[config.mk]
export PLATFORM = sky130hd
export DESIGN_NAME = plc_recip
export DESIGN_NICKNAME = d
export VERILOG_FILES = /design/src/rtl/planckian_locus_chromaticity_macros.svh /design/src/rtl/plc_pkg.sv /design/src/rtl/plc_recip.sv
export SDC_FILE = /design/constraint.sdc
export NUM_CORES = 2
export LEC_CHECK = 0
export ABC_AREA = 1
export BUFFER_PORTS_ARGS = -buffer_cell sky130_fd_sc_hd__clkbuf_2
export CORE_MARGIN = 2
export CORE_UTILIZATION = 55
export CTS_CLUSTER_DIAMETER = 30
export DETAILED_ROUTE_END_ITERATION = 6
export PLACE_DENSITY = 0.76
export REMOVE_ABC_BUFFERS = 1
export SLEW_MARGIN = 20
export SYNTH_ARGS = -nofsm -noshare
export SYNTH_HDL_FRONTEND = slang
export SYNTH_SLANG_ARGS = --single-unit
[constraint.sdc]
create_clock -name clk -period 2.35 [get_ports clk]
set_input_delay 0 -clock clk [delete_from_list [all_inputs] [get_ports clk]]
set_output_delay 0 -clock clk [all_outputs]
set_load 0.02 [all_outputs]
[src/rtl/planckian_locus_chromaticity_macros.svh]
// Assertion macros for the chromaticity block
`ifndef PLANCKIAN_LOCUS_CHROMATICITY_MACROS_SVH
`define PLANCKIAN_LOCUS_CHROMATICITY_MACROS_SVH
`ifndef NO_ASSERTIONS
`define PLC_ASSERT_IMPL(label, clk, rst_n, a, c, msg) \
	label: assert property (@(posedge clk) disable iff (!rst_n) (a) |-> (c)) else $error(msg);
`define PLC_ASSERT_NEXT(label, clk, rst_n, a, c, msg) \
	label: assert property (@(posedge clk) disable iff (!rst_n) (a) |=> (c)) else $error(msg);
`else
`define PLC_ASSERT_IMPL(label, clk, rst_n, a, c, msg)
`define PLC_ASSERT_NEXT(label, clk, rst_n, a, c, msg)
`endif
`endif

[src/rtl/plc_pkg.sv]
`timescale 1ns / 1ps
`default_nettype none
package plc_pkg;
	localparam int TempW = 15;
	localparam int OutW  = 16;
	localparam int XSplit = 4000;
	localparam int YSplit = 2222;

	// coefficient range selectors travelling down the pipe
	typedef struct packed {
		logic x_high;
		logic y_low;
		logic y_high;
	} range_sel_t;

	// decimal coefficients scaled by 1e8, order c3, c2, c1, c0
	typedef longint coef_set_t [4];

	// round a 1e8-scaled decimal to f fractional bits, half away from zero
	function automatic longint to_fixed(input longint dec, input int f);
		longint mag;
		longint r;
		mag = (dec < 0) ? -dec : dec;
		r = (mag * (longint'(1) << f) + 64'sd50000000) / 64'sd100000000;
		return (dec < 0) ? -r : r;
	endfunction
endpackage
`default_nettype wire

[src/rtl/plc_recip.sv]
`timescale 1ns / 1ps
`default_nettype none
// Pipelined restoring divider: u = (1000*2^F + T/2) / T, one quotient bit per stage.
module plc_recip
	import plc_pkg::*;
#(
	parameter int FRAC_BITS = 16,
	parameter int QW = FRAC_BITS + 10
) (
	input  wire logic                  clk,
	input  wire logic                  arst_n,
	input  wire logic                  in_valid,
	input  wire logic [TempW-1:0]      in_temp,
	output logic                       out_valid,
	output logic [TempW-1:0]           out_temp,
	output logic [FRAC_BITS:0]         out_u
);
	localparam int NW = QW;
	localparam int RW = TempW + 1;
	logic [QW:0]       v_q;
	logic [NW-1:0]     n_q   [QW+1];
	logic [QW-1:0]     qt_q  [QW+1];
	logic [RW-1:0]     r_q   [QW+1];
	logic [TempW-1:0]  t_q   [QW+1];

	// load the dividend
	always_ff @(posedge clk or negedge arst_n) begin
		if (!arst_n) v_q[0] <= 1'b0;
		else v_q[0] <= in_valid;
	end
	always_ff @(posedge clk) begin
		n_q[0]  <= NW'((longint'(1000) << FRAC_BITS) + longint'(in_temp >> 1));
		qt_q[0] <= '0;
		r_q[0]  <= '0;
		t_q[0]  <= in_temp;
	end

	// one quotient bit per stage, MSB first
	for (genvar i = 0; i < QW; i++) begin : g_div
		logic [RW-1:0] sh;
		logic [RW:0]   df;
		assign sh = {r_q[i][RW-2:0], n_q[i][NW-1-i]};
		assign df = {1'b0, sh} - {2'b0, t_q[i]};
		always_ff @(posedge clk or negedge arst_n) begin
			if (!arst_n) v_q[i+1] <= 1'b0;
			else v_q[i+1] <= v_q[i];
		end
		always_ff @(posedge clk) begin
			n_q[i+1] <= n_q[i];
			t_q[i+1] <= t_q[i];
			if (!df[RW]) begin
				r_q[i+1]  <= df[RW-1:0];
				qt_q[i+1] <= qt_q[i] | (QW'(1) << (QW-1-i));
			end else begin
				r_q[i+1]  <= sh;
				qt_q[i+1] <= qt_q[i];
			end
		end
	end

	// saturate; zero divisor yields all ones, which saturates too
	assign out_valid = v_q[QW];
	assign out_temp  = t_q[QW];
	assign out_u = (qt_q[QW] > QW'({(FRAC_BITS+1){1'b1}})) ?
		{(FRAC_BITS+1){1'b1}} : qt_q[QW][FRAC_BITS:0];
endmodule
`default_nettype wire

# ---- Yosys cells after proc, flatten, opt, wreduce, memory -nomap -nowiden
# Memories as Yosys holds them, arrays and structs flattened.
# Cells that the tools add are included.
dict set report classes {
  n_addsub 27
  multipliers 0
  div 0
  n_lt_le_gt_ge 1
  n_eq_ne 0
  shifts 0
  mux 105
  bitwise_logic 52
  reduce_logical 0
}
# op n
set ops {}
lappend ops {{26-bit 2-to-1 mux} 26}
lappend ops {{16-bit by 15-bit subtractor with 17-bit output} 26}
lappend ops {{16-bit 2-to-1 mux} 26}
lappend ops {{1-bit 2-to-1 mux} 52}
lappend ops {{1-bit OR} 52}
lappend ops {{26-bit by 14-bit adder with 26-bit output, first input constant} 1}
lappend ops {{26-bit by 17-bit greater-than comparator with 1-bit output, second input constant} 1}
lappend ops {{17-bit 2-to-1 mux} 1}
dict set report totals {
  reg_bits 27
  latch_bits 0
  ramBits 2241
  rom_bits 0
  inputBits 18
  out_inout_bits 33
  mem_count 4
}
# name words width rd rd_clocked_by_memory_dff write_ports line
set memory_table {}
lappend memory_table {n_q 27 26 26 0 27 plc_recip.sv:21} ;# logic [NW-1:0] n_q [QW+1];
lappend memory_table {qt_q 27 26 27 0 27 plc_recip.sv:22} ;# logic [QW-1:0] qt_q [QW+1];
lappend memory_table {r_q 27 16 26 0 27 plc_recip.sv:23} ;# logic [RW-1:0] r_q [QW+1];
lappend memory_table {t_q 27 15 27 0 27 plc_recip.sv:24} ;# logic [TempW-1:0] t_q [QW+1];

# ---- Longest topological paths before layout
dict set report depth {
  depth_word 3
  depth_mapped 14
  ltp_nobuf 13
}

# ---- Worst setup path before layout
# Ideal clock, no wire load.
dict set report synth_timing {
  path_type {register to register}
  startpoint {mem t_q[23][3]}
  endpoint {mem r_q[3][3] (netlist name)}
  setup_ns 0.118
  t_arrival_ns 1.858
  t_required_ns 2.232
  setup_slack_ns 0.374
  stages_incl_launch_ff 15
  n_path_buf 1
  synth_period_minus_slack_ns 1.976
  path_cell_list {dfxtp_1 -> inv_1 -> ha_1 -> fa_1 -> inv_1 -> nand3_1 -> nand3_1 -> nand2_1 -> nand2_1 -> nand2_2 -> nand2_4 -> inv_4 -> buf_6 -> nand2_1 -> o21ai_2}
}
# item line
set synth_lines {}
lappend synth_lines {{start: declaration} plc_recip.sv:24}
lappend synth_lines {{end: declaration} plc_recip.sv:23}

==> metrics.csv <==
metric,value,unit
critPathKind,reg -> reg,
setup_tns,0,ns
finalNetCount,7496,
synth_compound_area_share,3.85,%
start_kind,flop,
numPortBuffers,50,
antennaDiodeCount,0,
num_vias,40695,
drtIter0Drc,2428,
synth_adder_area_share,9.75,%
layout.cells.non_filler,8522,
synth_top_family_by_area,simple AND/OR/NAND/NOR gates,
slew_violations,0,
yosysWarnings,0,
post-route-drc-count,0,
fmax,453,MHz
gp_congestion,0.941,
syn_inst,6852,
cts_max_path_buffers,3,
wl_per_cell,13.7,um
cp_slowest_stage_delay,0.40,ns
synth-simple-area-share,27.0,%
cp_data_arrival_time,2.87,ns
p_leak,33.1,nW
ys_seq_area_share,45.2,%
syn_area_per_cell,7.54,um^2
worst-path-buf-inv,3,
slew_headroom,60.5,%
synth_cell_types,36,
path_delay_family,simple AND/OR/NAND/NOR gates,
path_clk_slew,0.05,ns
finalSetupViolCount,0,
initial_core_util,55.4,%
synth_mux_area_share,0,%
utilization,65.1,%
die_h,310,um
finalCritPeriodShare,94.0,%
p_total,0.0964,W
antenna_found_initial,0,
peakVddDrop,1160,uV
cts_root_buffer,clkbuf_16,
seq_area,23300,um^2
io_pins,51,
area_delta_synth_final,17.5,%
avgViaCountPerCell,4.78,
cts_max_level,4,
crit_slowest_cell,fa_1,
cts_buffers,201,
cap_violations,0,
ys_ff_latch,1158,
postRouteAntennaNets,0,
die_x,310,um
required,3.01,ns
period_minus_slack,2.21,ns
drive_gt1_share,9.41,%
dp_cells,8106,
critical_path.cell_chain,"inv_1, ha_1, fa_1, inv_1, nand3_1, nand3_2, nand2_1, nand2_1, nand2_1, nand2_4, inv_4, nand2_1, nand2_1",
synth-xor-area-share,2.43,%
rsz0062_at_grt,false,
grt_max_degree,28,
worst_slack,0.142,ns
finClkSkew,0.0630,ns
dp_hpwl,87.6,mm
cp_common_cell,nand2_1,
hp-class,in -> async,
dieArea,96400,um^2
wirelength,117,mm
rows,112,
finalHoldViolCount,0,
path_max_fanout,22,
grt.overflow.total,0,
cts_tree,yes,
multi_input_area,22300,um^2
worst_slew_pin_slew,0.592,ns
grt_pass1_vias,40005,
worstSkewPairLatency,0.81,ns
coreArea,93200,um^2
powerDensity,1590,nW/um^2
fillers,7679,
place_ws,0.174,ns
grt_pass1_wl,192,mm
grt_usage,24.6,%
synth.cell_area,51600,um^2
clock_sinks,1158,
worstSetupEndpointType,flop,
drtPass1Iterations,6,
status,"complete, no violations",
worst min-delay path, stage by stage:
cell	delay, ns
dlygate4sd3_1	0.53
dlygate4sd3_1	0.55
clkbuf_2	0.13
buf_12	0.19
placed cells by master, fill, tap and decap left out, drive strengths merged, types with 27 or more instances in the layout:
| cell | instances |
|---|---|
| nor2 | 308 |
| dfxtp | 1131 |
| dlygate4sd3 | 34 |
| ha | 364 |
| o21ai | 138 |
| xnor2 | 81 |
| clkinv | 57 |
| nand4 | 55 |
| xor2 | 62 |
| nand3b | 44 |
| dfrtp | 27 |
| a21oi | 166 |
| nand3 | 438 |
| inv | 1498 |
| nand2 | 2450 |
| clkbuf | 275 |
report_power, final:
group | switching, W | internal, W | leakage, nW | total, W
clock | 0.0113 | 0.0189 | 3.50 | 0.0302
sequential | 0.00372 | 0.0260 | 9.83 | 0.0297
combinational | 0.0232 | 0.0133 | 19.8 | 0.0365
stage by stage:
stage          hold slack (ns)  area [um^2]
6_report                 0.256        60600
5_1_grt                  0.291        60600
4_1_cts                  0.194        60600
3_5_place_dp            0.0579        52900
3_3_place_gp            0.0408        52900
2_1_floorplan           -0.296        51000
path summary, 6_finish.rpt:
| kind | startpoint | end | slack, ns | cells after the start |
|---|---|---|---|---|
| worst max register to register | t_q[16][10] | r_q[2][29] | 0.14 | 13 |
| worst min-delay path | arst_n | v_q[1] | 0.26 | 4 |
| worst min register to register | qt_q[1][87] | qt_q[1][113] | 0.29 | 0 |
| max in group asynchronous | arst_n | out_valid | 1.91 | 4 |
| worst max-delay path | t_q[16][10] | r_q[2][29] | 0.14 | 13 |
| min in group clk | qt_q[1][87] | qt_q[1][113] | 0.29 | 0 |
cell type report:
cell class                      count  area share (%)
Clock buffer                      225            8.69
Clock inverter                    156            3.45
Inverter                         1443            9.01
Multi-Input combinational cell   4194            36.7
Sequential cell                  1158            38.4
Tap cell                         1254            2.59
Timing Repair Buffer               92            1.11
kinds of logic after synthesis:
family,Yosys count
AO/OA/AOI/OAI,306
XOR/XNOR,143
other,1
flip-flops,1158
adder cells (fa/ha/maj),388
AND/OR/NAND/NOR,3350
buffers and inverters,1506
sequential cells by signal (all words and copies together), names as in the netlist:
| register | flops |
|---|---|
| t_q | 378 |
| r_q | 375 |
| qt_q | 351 |
| n_q | 27 |
| v_q | 26 |
| out_valid | 1 |
per-layer routing:
layer  global-route usage, %  up-vias  part of all wire (%)
li1                        -    21208                     -
met5                       0        -                     0
met1                    29.3    18323                    44
met2                    43.2      880                    48
met3                    4.15      284                   4.2
met4                    11.6        0                   4.0
Yosys cell counts:
cell type  number  share of area, %
inv_1        1415                10
or2_1           2             0.024
buf_8           1             0.029
xor2_1         62               1.1
o21ai_0        20              0.19
dfxtp_1      1131                44
and2_1         18              0.22
nand4_1        55              0.67
a21oi_2         7              0.12
nor3_1          8             0.078
nand2_4        21              0.46
conb_1          1            0.0073
nand2_2        49              0.59
or2_2           7             0.085
nand2_1      2380                17
dfrtp_1        27               1.3
buf_2           1            0.0097
nand3b_1       44              0.64
o21ai_1         5             0.048
ha_1          364               8.8
nor4_1          2             0.024
o21ai_2       113               1.9
nor2_2          4             0.048
nand3_1       433               4.2
nand3_2         5             0.097
a21oi_1       159               1.5
inv_4          18              0.22
xnor2_1        81               1.4
nor2_1        304               2.2
fa_1           24              0.93
buf_6          45              0.98
o21a_1          2             0.029
inv_2          10             0.073
nor3_2         17              0.33
buf_4          16              0.23
nor3b_1         1             0.015
what timing repair did:
action | CTS | global route
hold buffers | 35 | 0
hold endpoints to repair | 43 | 0
endpoints found under the setup margin | 15 | 48
buffers inserted | 0 | 0
resized for setup | 2 | 6
Power figures use the tool's default switching activity.
