[src/rtl/planckian_locus_chromaticity_macros.svh]
// Assertion macros for the chromaticity block
`ifndef PLANCKIAN_LOCUS_CHROMATICITY_MACROS_SVH
`define PLANCKIAN_LOCUS_CHROMATICITY_MACROS_SVH
`ifndef NO_ASSERTIONS
`define PLC_ASSERT_IMPL(label, clk, rst_n, a, c, msg) \
	label: assert property (@(posedge clk) disable iff (!rst_n) (a) |-> (c)) else $error(msg);
`define PLC_ASSERT_NEXT(label, clk, rst_n, a, c, msg) \
	label: assert property (@(posedge clk) disable iff (!rst_n) (a) |=> (c)) else $error(msg);
`else
`define PLC_ASSERT_IMPL(label, clk, rst_n, a, c, msg)
`define PLC_ASSERT_NEXT(label, clk, rst_n, a, c, msg)
`endif
`endif

[src/rtl/plc_pkg.sv]
`timescale 1ns / 1ps
`default_nettype none
package plc_pkg;
	localparam int TempW = 15;
	localparam int OutW  = 16;
	localparam int XSplit = 4000;
	localparam int YSplit = 2222;

	// coefficient range selectors travelling down the pipe
	typedef struct packed {
		logic x_high;
		logic y_low;
		logic y_high;
	} range_sel_t;

	// decimal coefficients scaled by 1e8, order c3, c2, c1, c0
	typedef longint coef_set_t [4];

	// round a 1e8-scaled decimal to f fractional bits, half away from zero
	function automatic longint to_fixed(input longint dec, input int f);
		longint mag;
		longint r;
		mag = (dec < 0) ? -dec : dec;
		r = (mag * (longint'(1) << f) + 64'sd50000000) / 64'sd100000000;
		return (dec < 0) ? -r : r;
	endfunction
endpackage
`default_nettype wire

[src/rtl/plc_cubic.sv]
`timescale 1ns / 1ps
`default_nettype none
// Pipelined cubic c3*p^3+c2*p^2+c1*p+c0, clamped to [0, 2^F-1]; select picks a set.
module plc_cubic
	import plc_pkg::*;
#(
	parameter int FRAC_BITS = 16,
	parameter int PW = FRAC_BITS + 1,
	parameter longint C0A = 0, parameter longint C1A = 0,
	parameter longint C2A = 0, parameter longint C3A = 0,
	parameter longint C0B = 0, parameter longint C1B = 0,
	parameter longint C2B = 0, parameter longint C3B = 0,
	parameter longint C0C = 0, parameter longint C1C = 0,
	parameter longint C2C = 0, parameter longint C3C = 0
) (
	input  wire logic                  clk,
	input  wire logic                  arst_n,
	input  wire logic                  in_valid,
	input  wire logic [1:0]            in_set,
	input  wire logic [PW-1:0]         in_p,
	input  wire range_sel_t            in_sel,
	input  wire logic [TempW-1:0]      in_temp,
	output logic                       out_valid,
	output range_sel_t                 out_sel,
	output logic [TempW-1:0]           out_temp,
	output logic [FRAC_BITS-1:0]       out_v
);
	localparam int CW = FRAC_BITS + 4;
	localparam int P2W = 2*PW - FRAC_BITS + 1;
	localparam int AW = CW + 2*PW + 4;
	localparam longint Half = longint'(1) << (FRAC_BITS-1);

	function automatic logic signed [CW-1:0] coef(input logic [1:0] s, input int k);
		longint a [4];
		longint b [4];
		longint c [4];
		a = '{C3A, C2A, C1A, C0A};
		b = '{C3B, C2B, C1B, C0B};
		c = '{C3C, C2C, C1C, C0C};
		case (s)
			2'd0:    return CW'(to_fixed(a[k], FRAC_BITS));
			2'd1:    return CW'(to_fixed(b[k], FRAC_BITS));
			default: return CW'(to_fixed(c[k], FRAC_BITS));
		endcase
	endfunction

	logic v_s1, v_s2, v_s3, v_s4;
	logic [1:0] set_s1, set_s2, set_s3;
	range_sel_t sel_s1, sel_s2, sel_s3, sel_s4;
	logic [TempW-1:0] t_s1, t_s2, t_s3, t_s4;
	logic [PW-1:0] p_s1, p_s2;
	logic [P2W-1:0] p2_s1, p2_s2;
	logic [P2W:0] p3_s2;
	logic signed [AW-1:0] a3_s3, a2_s3, a1_s3;
	logic signed [AW-1:0] acc_s4;

	// advance valid bits
	always_ff @(posedge clk or negedge arst_n) begin
		if (!arst_n) begin
			v_s1 <= 1'b0; v_s2 <= 1'b0; v_s3 <= 1'b0; v_s4 <= 1'b0;
		end else begin
			v_s1 <= in_valid; v_s2 <= v_s1; v_s3 <= v_s2; v_s4 <= v_s3;
		end
	end

	// square, cube, coefficient products, sum
	always_ff @(posedge clk) begin
		set_s1 <= in_set; sel_s1 <= in_sel; t_s1 <= in_temp; p_s1 <= in_p;
		p2_s1 <= P2W'(({{PW{1'b0}}, in_p} * {{PW{1'b0}}, in_p} + (2*PW)'(Half)) >> FRAC_BITS);
		set_s2 <= set_s1; sel_s2 <= sel_s1; t_s2 <= t_s1; p_s2 <= p_s1; p2_s2 <= p2_s1;
		p3_s2 <= (P2W+1)'(({{PW{1'b0}}, p2_s1} * {{P2W{1'b0}}, p_s1} + (P2W+PW)'(Half))
			>> FRAC_BITS);
		set_s3 <= set_s2; sel_s3 <= sel_s2; t_s3 <= t_s2;
		a3_s3 <= AW'(coef(set_s2, 0)) * AW'(signed'({1'b0, p3_s2}));
		a2_s3 <= AW'(coef(set_s2, 1)) * AW'(signed'({1'b0, p2_s2}));
		a1_s3 <= AW'(coef(set_s2, 2)) * AW'(signed'({1'b0, p_s2}));
		sel_s4 <= sel_s3; t_s4 <= t_s3;
		acc_s4 <= a3_s3 + a2_s3 + a1_s3 + (AW'(coef(set_s3, 3)) <<< FRAC_BITS) + AW'(Half);
	end

	// round by arithmetic shift (floor), then clamp
	logic signed [AW-1:0] r;
	assign r = acc_s4 >>> FRAC_BITS;
	assign out_valid = v_s4;
	assign out_sel = sel_s4;
	assign out_temp = t_s4;
	assign out_v = r[AW-1] ? '0 :
		(r > AW'({FRAC_BITS{1'b1}})) ? {FRAC_BITS{1'b1}} : r[FRAC_BITS-1:0];
endmodule
`default_nettype wire

[config.mk]
export PLATFORM = sky130hd
export DESIGN_NAME = plc_cubic
export DESIGN_NICKNAME = d
export VERILOG_FILES = /design/src/rtl/planckian_locus_chromaticity_macros.svh /design/src/rtl/plc_pkg.sv /design/src/rtl/plc_cubic.sv
export SDC_FILE = /design/constraint.sdc
export NUM_CORES = 1
export LEC_CHECK = 0
export BUFFER_PORTS_ARGS = -buffer_cell sky130_fd_sc_hd__buf_2
export CAP_MARGIN = 20
export CORE_AREA = 2 2 63 65
export CTS_CLUSTER_SIZE = 8
export DETAILED_ROUTE_END_ITERATION = 8
export DIE_AREA = 0 0 65 67
export GPL_TIMING_DRIVEN = 0
export PLACE_DENSITY = 0.78
export RECOVER_POWER = 25
export SLEW_MARGIN = 20
export SYNTH_ARGS = -nofsm -noshare
export SYNTH_HDL_FRONTEND = slang
export SYNTH_SLANG_ARGS = --single-unit
export TNS_END_PERCENT = 5
[constraint.sdc]
create_clock -name clk -period 1 [get_ports clk]
set_input_delay 0.3 -clock clk [delete_from_list [all_inputs] [get_ports clk]]
set_output_delay 0.3 -clock clk [all_outputs]
set_load 0.02 [all_outputs]
======== After elaboration in Yosys (flattened, before gate mapping) ========
Cells that the tools add are included.
word-level totals
  register bits after elaboration ......... 76
  input bits .............................. 40

======== Depth between registers and ports, before layout ========
Gate-level depths: netlist of the first run.
  word-level depth ........................ 0
  mapped depth ............................ 1
  depth with buffers taken out ............ 0

======== Worst setup path before layout of the first run ========
Ideal clock, no wire load.
  path type ............................... register to output
  start ................................... reg v_s4, in the netlist out_valid
  end ..................................... out out_valid
  cell stages (with the launch flop) ...... 1
  data arrival time ....................... 0.416 ns
  buffers on the path ..................... 0
  path slack .............................. 0.284 ns
  cell sequence ........................... dfrtp_1
RTL lines
  element                 line             source
  start, declared         plc_cubic.sv:47  logic v_s1, v_s2, v_s3, v_s4;
  start signal, assigned  plc_cubic.sv:62  v_s1 <= in_valid; v_s2 <= v_s1; v_s3 <= v_s2; v_s4 <= v_s3;
  end, declared           plc_cubic.sv:23  output logic out_valid,
No word-level cell between the ends.

======== Final worst setup path of the first run ========
  start ................................... reg v_s4, in the netlist out_valid
  end ..................................... out out_valid
No word-level cell between the ends.

==> results of run 1 <==
==> synthesized netlist by cell type, drive strengths merged <==
library cell | n | area share (%)
buf | 16 | 7.2
conb | 1 | 0.23
dfxtp | 72 | 87
dfrtp | 4 | 6.0
==> layer usage <==
layer	vias to the layer above	share of wire [%]
met5	-	0
met4	0	3.5
met3	7	5.7
met2	29	56
met1	305	35
li1	382	-
==> how the worst min path moves through the flow <==
stage	startpoint	endpoint	cells past startpoint	slack [ps]
floorplan	arst_n	out_valid	0	4
global placement	arst_n	out_valid	1	100
detailed placement	arst_n	out_valid	1	110
CTS	in_sel[1]	sel_s1[1]	1	60
global route	in_temp[12]	t_s1[12]	1	50
finish	in_temp[13]	t_s1[13]	1	80
==> state kept, by name (all words and copies together) (netlist names) <==
name	cells
out_sel	3
out_valid	1
t_s3	15
v_s3	1
sel_s1	3
v_s1	1
v_s2	1
sel_s2	3
sel_s3	3
t_s2	15
t_s1	15
out_temp	15
==> stage by stage <==
| stage | power [uW] | instances | setup WS [ps] | hold WS (ps) |
|---|---|---|---|---|
| floorplan | 3440 | 108 | 284 | 4.41 |
| global placement | 3520 | 195 | 215 | 99.9 |
| detailed placement | 3530 | 195 | 215 | 110 |
| CTS | 5680 | 212 | -136 | 57.7 |
| finish | 5620 | 212 | -115 | 76.5 |
| global route | 5860 | 212 | -154 | 52.3 |
==> cells in the final DEF (no fill, tap or decap) <==
| master | Yosys | layout |
|---|---|---|
| buf_2 | 0 | 20 |
| buf_4 | 16 | 16 |
| buf_6 | 0 | 19 |
| bufinv_16 | 0 | 1 |
| clkbuf_1 | 0 | 2 |
| clkbuf_8 | 0 | 9 |
| clkinv_2 | 0 | 3 |
| clkinvlp_4 | 0 | 1 |
| conb_1 | 1 | 16 |
| dfrtp_1 | 4 | 4 |
| dfxtp_1 | 72 | 54 |
| dfxtp_2 | 0 | 18 |
| dlygate4sd3_1 | 0 | 1 |
==> power groups by stage <==
stage | sequential (uW) | clock [uW] | combinational, uW
final | 3240 | 2090 | 283
after floorplan | 3340 | 0 | 100
after global routing | 3250 | 2300 | 301
after global placement | 3290 | 0 | 229
after CTS | 3250 | 2150 | 280
after detailed placement | 3300 | 0 | 231
==> cells by family after synthesis <==
kind of cell  share of synthesized area, %
flops                                 92.6
buf+inv                               7.21
other cells                          0.225
==> final cells by class <==
class / instances / area share (%)
flip-flops and latches: 76 / 67.6
repair buffers: 40 / 14.0
plain buffers: 16 / 5.19
clock inverters: 5 / 2.27
clock buffers: 11 / 5.68
well taps: 48 / 2.60
multi-input cells: 16 / 2.60
==> repair_timing <==
action / CTS / global route
endpoints found under the hold margin: 4 / 0
endpoints found under the setup margin: 19 / 19
hold buffers: 1 / 0
resized for setup: 56 / 0
==> impl_metrics.yaml, run 1 <==
route:
  wl_per_cell_um: 9.42
  firstDrtPassIters: 4
  ant_nets: 0
  drc: 0
  wirelength_mm: 2.00
  vias: 723
  drtIter0Drc: 24
  via_per_inst: 3.41
layout:
  multi_input_area_um2: 60.1
  area_growth_pct: 38.8
  fillers: 262
  diodes: 0
  final_util_pct: 64.1
  regArea_um2: 1560
  final_cell_area_um2: 2310
  layout-drive-gt1-share_pct: 53.0
  fin_nets: 199
critical_path:
  cp-startpoint: "out_valid"
  cp_num_cells: 1
  cp.buffers_inverters: 1
  critPathMaxFanout: 1
  cp.required_ps: 700
  endpoint: "out_valid"
  start_kind: "register"
  cp-end-kind: "primary output"
  worstPathCellList: "buf_6"
  crit_arrival_ps: 810
  r2r-start: "v_s3"
  critPathMaxStageDelay_ps: 370
  r2r_end: "out_valid"
  critPathSlowestCell: "dfrtp_1"
  reg2reg_slack_ps: 510
  crit_type: "register to primary output"
  rr_worst_depth: 0
  cp_top_family: "flip-flops"
global_routing:
  grt_use_met2_pct: 16.6
  grt_pass1_wl_mm: 2.84
  grt_max_degree: 13
  first_global_vias: 644
  grt_most_used_layer: "met2"
  antenna_found_initial: 0
  use_met1_pct: 8.93
  grt_overflow_total: 0
  grtUsageTotal_pct: 10.1
  use_met3_pct: 5.24
power:
  internal-power_uw: 4480
  power.share.clock_pct: 37.3
  ir_worst_vdd_v: 0.00108
  p_sw_uw: 1140
  swShare_pct: 20.2
  power.leakage_uw: 0.00108
  p_seq_share_pct: 57.7
  p_comb_share_pct: 5.0
  p_per_area_nw_per_um2: 2430
timing:
  setup_viol: 19
  min_period_ps: 1110
  clock_skew_ps: 4.10
  rsz0062_at_grt: "yes"
  setup-tns-final_ps: -1130
  clock.fmax_ghz: 0.897
  hold_viol_final: 0
  maxSlewViolCount: 0
  min_period_over_period_pct: 111
  finalWorstSetupSlack_ps: -115
worst_hold_path:
  hp-class: "primary input to register"
cts:
  clock_path_buffers: 2
  numCtsBuffers: 9
  cts-root-buf: "clkbuf_8"
  cts_tree: "built"
  postCtsSetupRepairBufs: 0
  numClockSinks: 76
  htreeDepth: 3
  clkSlewWorstSetupHoldPaths_ps: 70
  clkLatencyLatePin_ps: 320
job:
  cap_violations: 0
floorplan:
  die_area_um2: 4360
  die_y_um: 67
  num_rows: 22
  core-area_um2: 3610
  start_util_pct: 46.2
  die_w_um: 65
  num_io_pins: 75
status:
  status: "complete, but fails checks"
  violations: "negative setup slack"
synth:
  synthCells: 93
  synth_area_per_cell_um2: 17.9
  ys_warn_count: 0
  syn_area_um2: 1670
  synth.yosys.seq_area_share_pct: 92.6
  ys_seq_elements: 76
  synth.distinct_cells: 4
placed_design:
  io_buffers: 39
  gp_congestion: 0.666
  place_area_um2: 1980
Note: power is estimated with default switching activity, not from simulation.
==> run 2, diff against run 1 <==
--- a/config.mk
+++ b/config.mk
@@ -8,10 +8,10 @@
 export BUFFER_PORTS_ARGS = -buffer_cell sky130_fd_sc_hd__buf_2
 export CAP_MARGIN = 20
 export CORE_AREA = 2 2 63 65
+export CTS_CLUSTER_DIAMETER = 120
 export CTS_CLUSTER_SIZE = 8
 export DETAILED_ROUTE_END_ITERATION = 8
 export DIE_AREA = 0 0 65 67
-export GPL_TIMING_DRIVEN = 0
 export PLACE_DENSITY = 0.78
 export RECOVER_POWER = 25
 export SLEW_MARGIN = 20
==> run 2 against run 1 <==
The flow still finishes with violations (negative setup slack). Combinational power down 17%. Sequential power is essentially flat. Sequential cell count unchanged. Global-route usage decreased by 0.47 points. First-iteration DRC count increased by 21%. Cell count decreased by 8.0%. Largest cell class unchanged. Highest routed layer unchanged.
==> impl_metrics.yaml, run 2 (same netlist as run 1, synthesis figures left out) <==
timing:
  rsz0062_at_grt: "yes"
  min_period_ps: 1110
  clock_skew_ps: 7.17
  setup_viol: 19
  min_period_over_period_pct: 111
  finalWorstSetupSlack_ps: -108
  clock.fmax_ghz: 0.902
  hold_viol_final: 0
  maxSlewViolCount: 0
critical_path:
  critPathSlowestCell: "dfrtp_1"
  crit_arrival_ps: 810
  critPathMaxStageDelay_ps: 370
  cp-end-kind: "primary output"
  crit_type: "register to primary output"
  worstPathCellList: "buf_6"
  cp_top_family: "flip-flops"
  start_kind: "register"
  cp.required_ps: 700
  critPathMaxFanout: 1
  cp.buffers_inverters: 1
power:
  power.share.clock_pct: 40.0
  p_seq_share_pct: 55.9
  swShare_pct: 19.3
  p_comb_share_pct: 4.0
  p_sw_uw: 1120
  p_per_area_nw_per_um2: 2620
  ir_worst_vdd_v: 0.00146
  power.leakage_uw: 0.00101
  internal-power_uw: 4680
global_routing:
  antenna_found_initial: 0
  grt_overflow_total: 0
  grt_pass1_wl_mm: 2.65
  grt_max_degree: 13
  grtUsageTotal_pct: 9.59
  first_global_vias: 651
cts:
  htreeDepth: 3
  cts_tree: "built"
  clkLatencyLatePin_ps: 320
  clkSlewWorstSetupHoldPaths_ps: 70
  numCtsBuffers: 9
  clock_path_buffers: 2
  numClockSinks: 76
  cts-root-buf: "clkbuf_8"
  postCtsSetupRepairBufs: 0
layout:
  layout_common_cells: "54 x dfxtp_1, 20 x buf_2, 19 x buf_6"
  fin_cells: 195
  area_growth_pct: 32.9
  diodes: 0
  multi_input_area_um2: 60.1
  final_cell_area_um2: 2210
  fillers: 271
  layout_commonest_cell: "dfxtp_1"
  regArea_um2: 1560
  fin_nets: 183
  layout-drive-gt1-share_pct: 48.3
floorplan:
  die_y_um: 67
  die_w_um: 65
  num_rows: 22
  num_io_pins: 75
  start_util_pct: 46.2
  core-area_um2: 3610
  die_area_um2: 4360
status:
  violations: "negative setup slack"
  status: "complete, but fails checks"
placed_design:
  place_area_um2: 1860
  io_buffers: 39
  gp_congestion: 0.632
  dp.cells: 179
  place_ws_ps: 220
route:
  drc: 0
  wl_per_cell_um: 9.89
  vias: 692
  drtIter0Drc: 29
  ant_nets: 0
  via_per_inst: 3.55
  firstDrtPassIters: 4
  wirelength_mm: 1.93
worst_hold_path:
  hp-class: "primary input to register"
job:
  cap_violations: 0
## run 2: cell types whose count changed in the layout (fill, tap and decap cells not counted), sizes merged
cell | before | now
buf | 55 | 39
bufinv | 1 | 2
clkbuf | 11 | 10
clkinv | 3 | 2
## run 2: repair_timing
| item | CTS | global route |
|---|---|---|
| endpoints found under the setup margin | 19 | 19 |
| resized for setup | 56 | 0 |
| hold buffers | 1 | 0 |
| hold endpoints to repair | 4 | 0 |
## run 2: cell type report
type	count	share of cell area (%)
Clock buffer	10	5.77
Multi-Input combinational cell	16	2.71
Sequential cell	76	70.7
Clock inverter	5	3.50
Tap cell	48	2.71
Timing Repair Buffer	40	14.6
## run 2: routing by layer
metal  share of wire [%]  vias up  routed length [um]  GRT usage (%)
met2                  56       26                1080           15.5
met4                 1.4        0                  27           9.57
met3                 5.7        2                 110           6.08
met5                   0        -                   0              0
li1                    -      350                   -              -
met1                  37      314                 709           7.67
## run 2: power by group through the flow
stage / combinational [uW] / clock, uW / sequential (uW)
5_1_grt: 248 / 2530 / 3250
4_1_cts: 234 / 2390 / 3250
3_3_place_gp: 181 / 0 / 3290
2_1_floorplan: 100 / 0 / 3340
6_report: 234 / 2320 / 3240
3_5_place_dp: 184 / 0 / 3300
## run 2: final timing paths
| path | slack, ps | depth (start not counted) | startpoint | to |
|---|---|---|---|---|
| setup / recovery | -110 | 1 | out_valid | out_valid |
| hold / removal | 80 | 1 | in_sel[1] | sel_s1[1] |
| setup reg to reg | 520 | 0 | v_s2 | v_s3 |
| hold reg to reg | 320 | 0 | t_s2[4] | t_s3[4] |
| max in group asynchronous | 570 | 2 | arst_n | v_s1 |
| min in group asynchronous | 320 | 2 | arst_n | v_s2 |
## run 2: per-stage QoR
step                power [uW]  setup TNS [ps]  utilization, %  hold WS (ps)
finish                    5800           -1080            61.4          76.4
global route              6030           -1810            61.4          49.5
CTS                       5870           -1480            61.4          59.2
detailed placement        3480               0            51.5           107
global placement          3470               0            51.5           100
floorplan                 3440               0               -          4.41
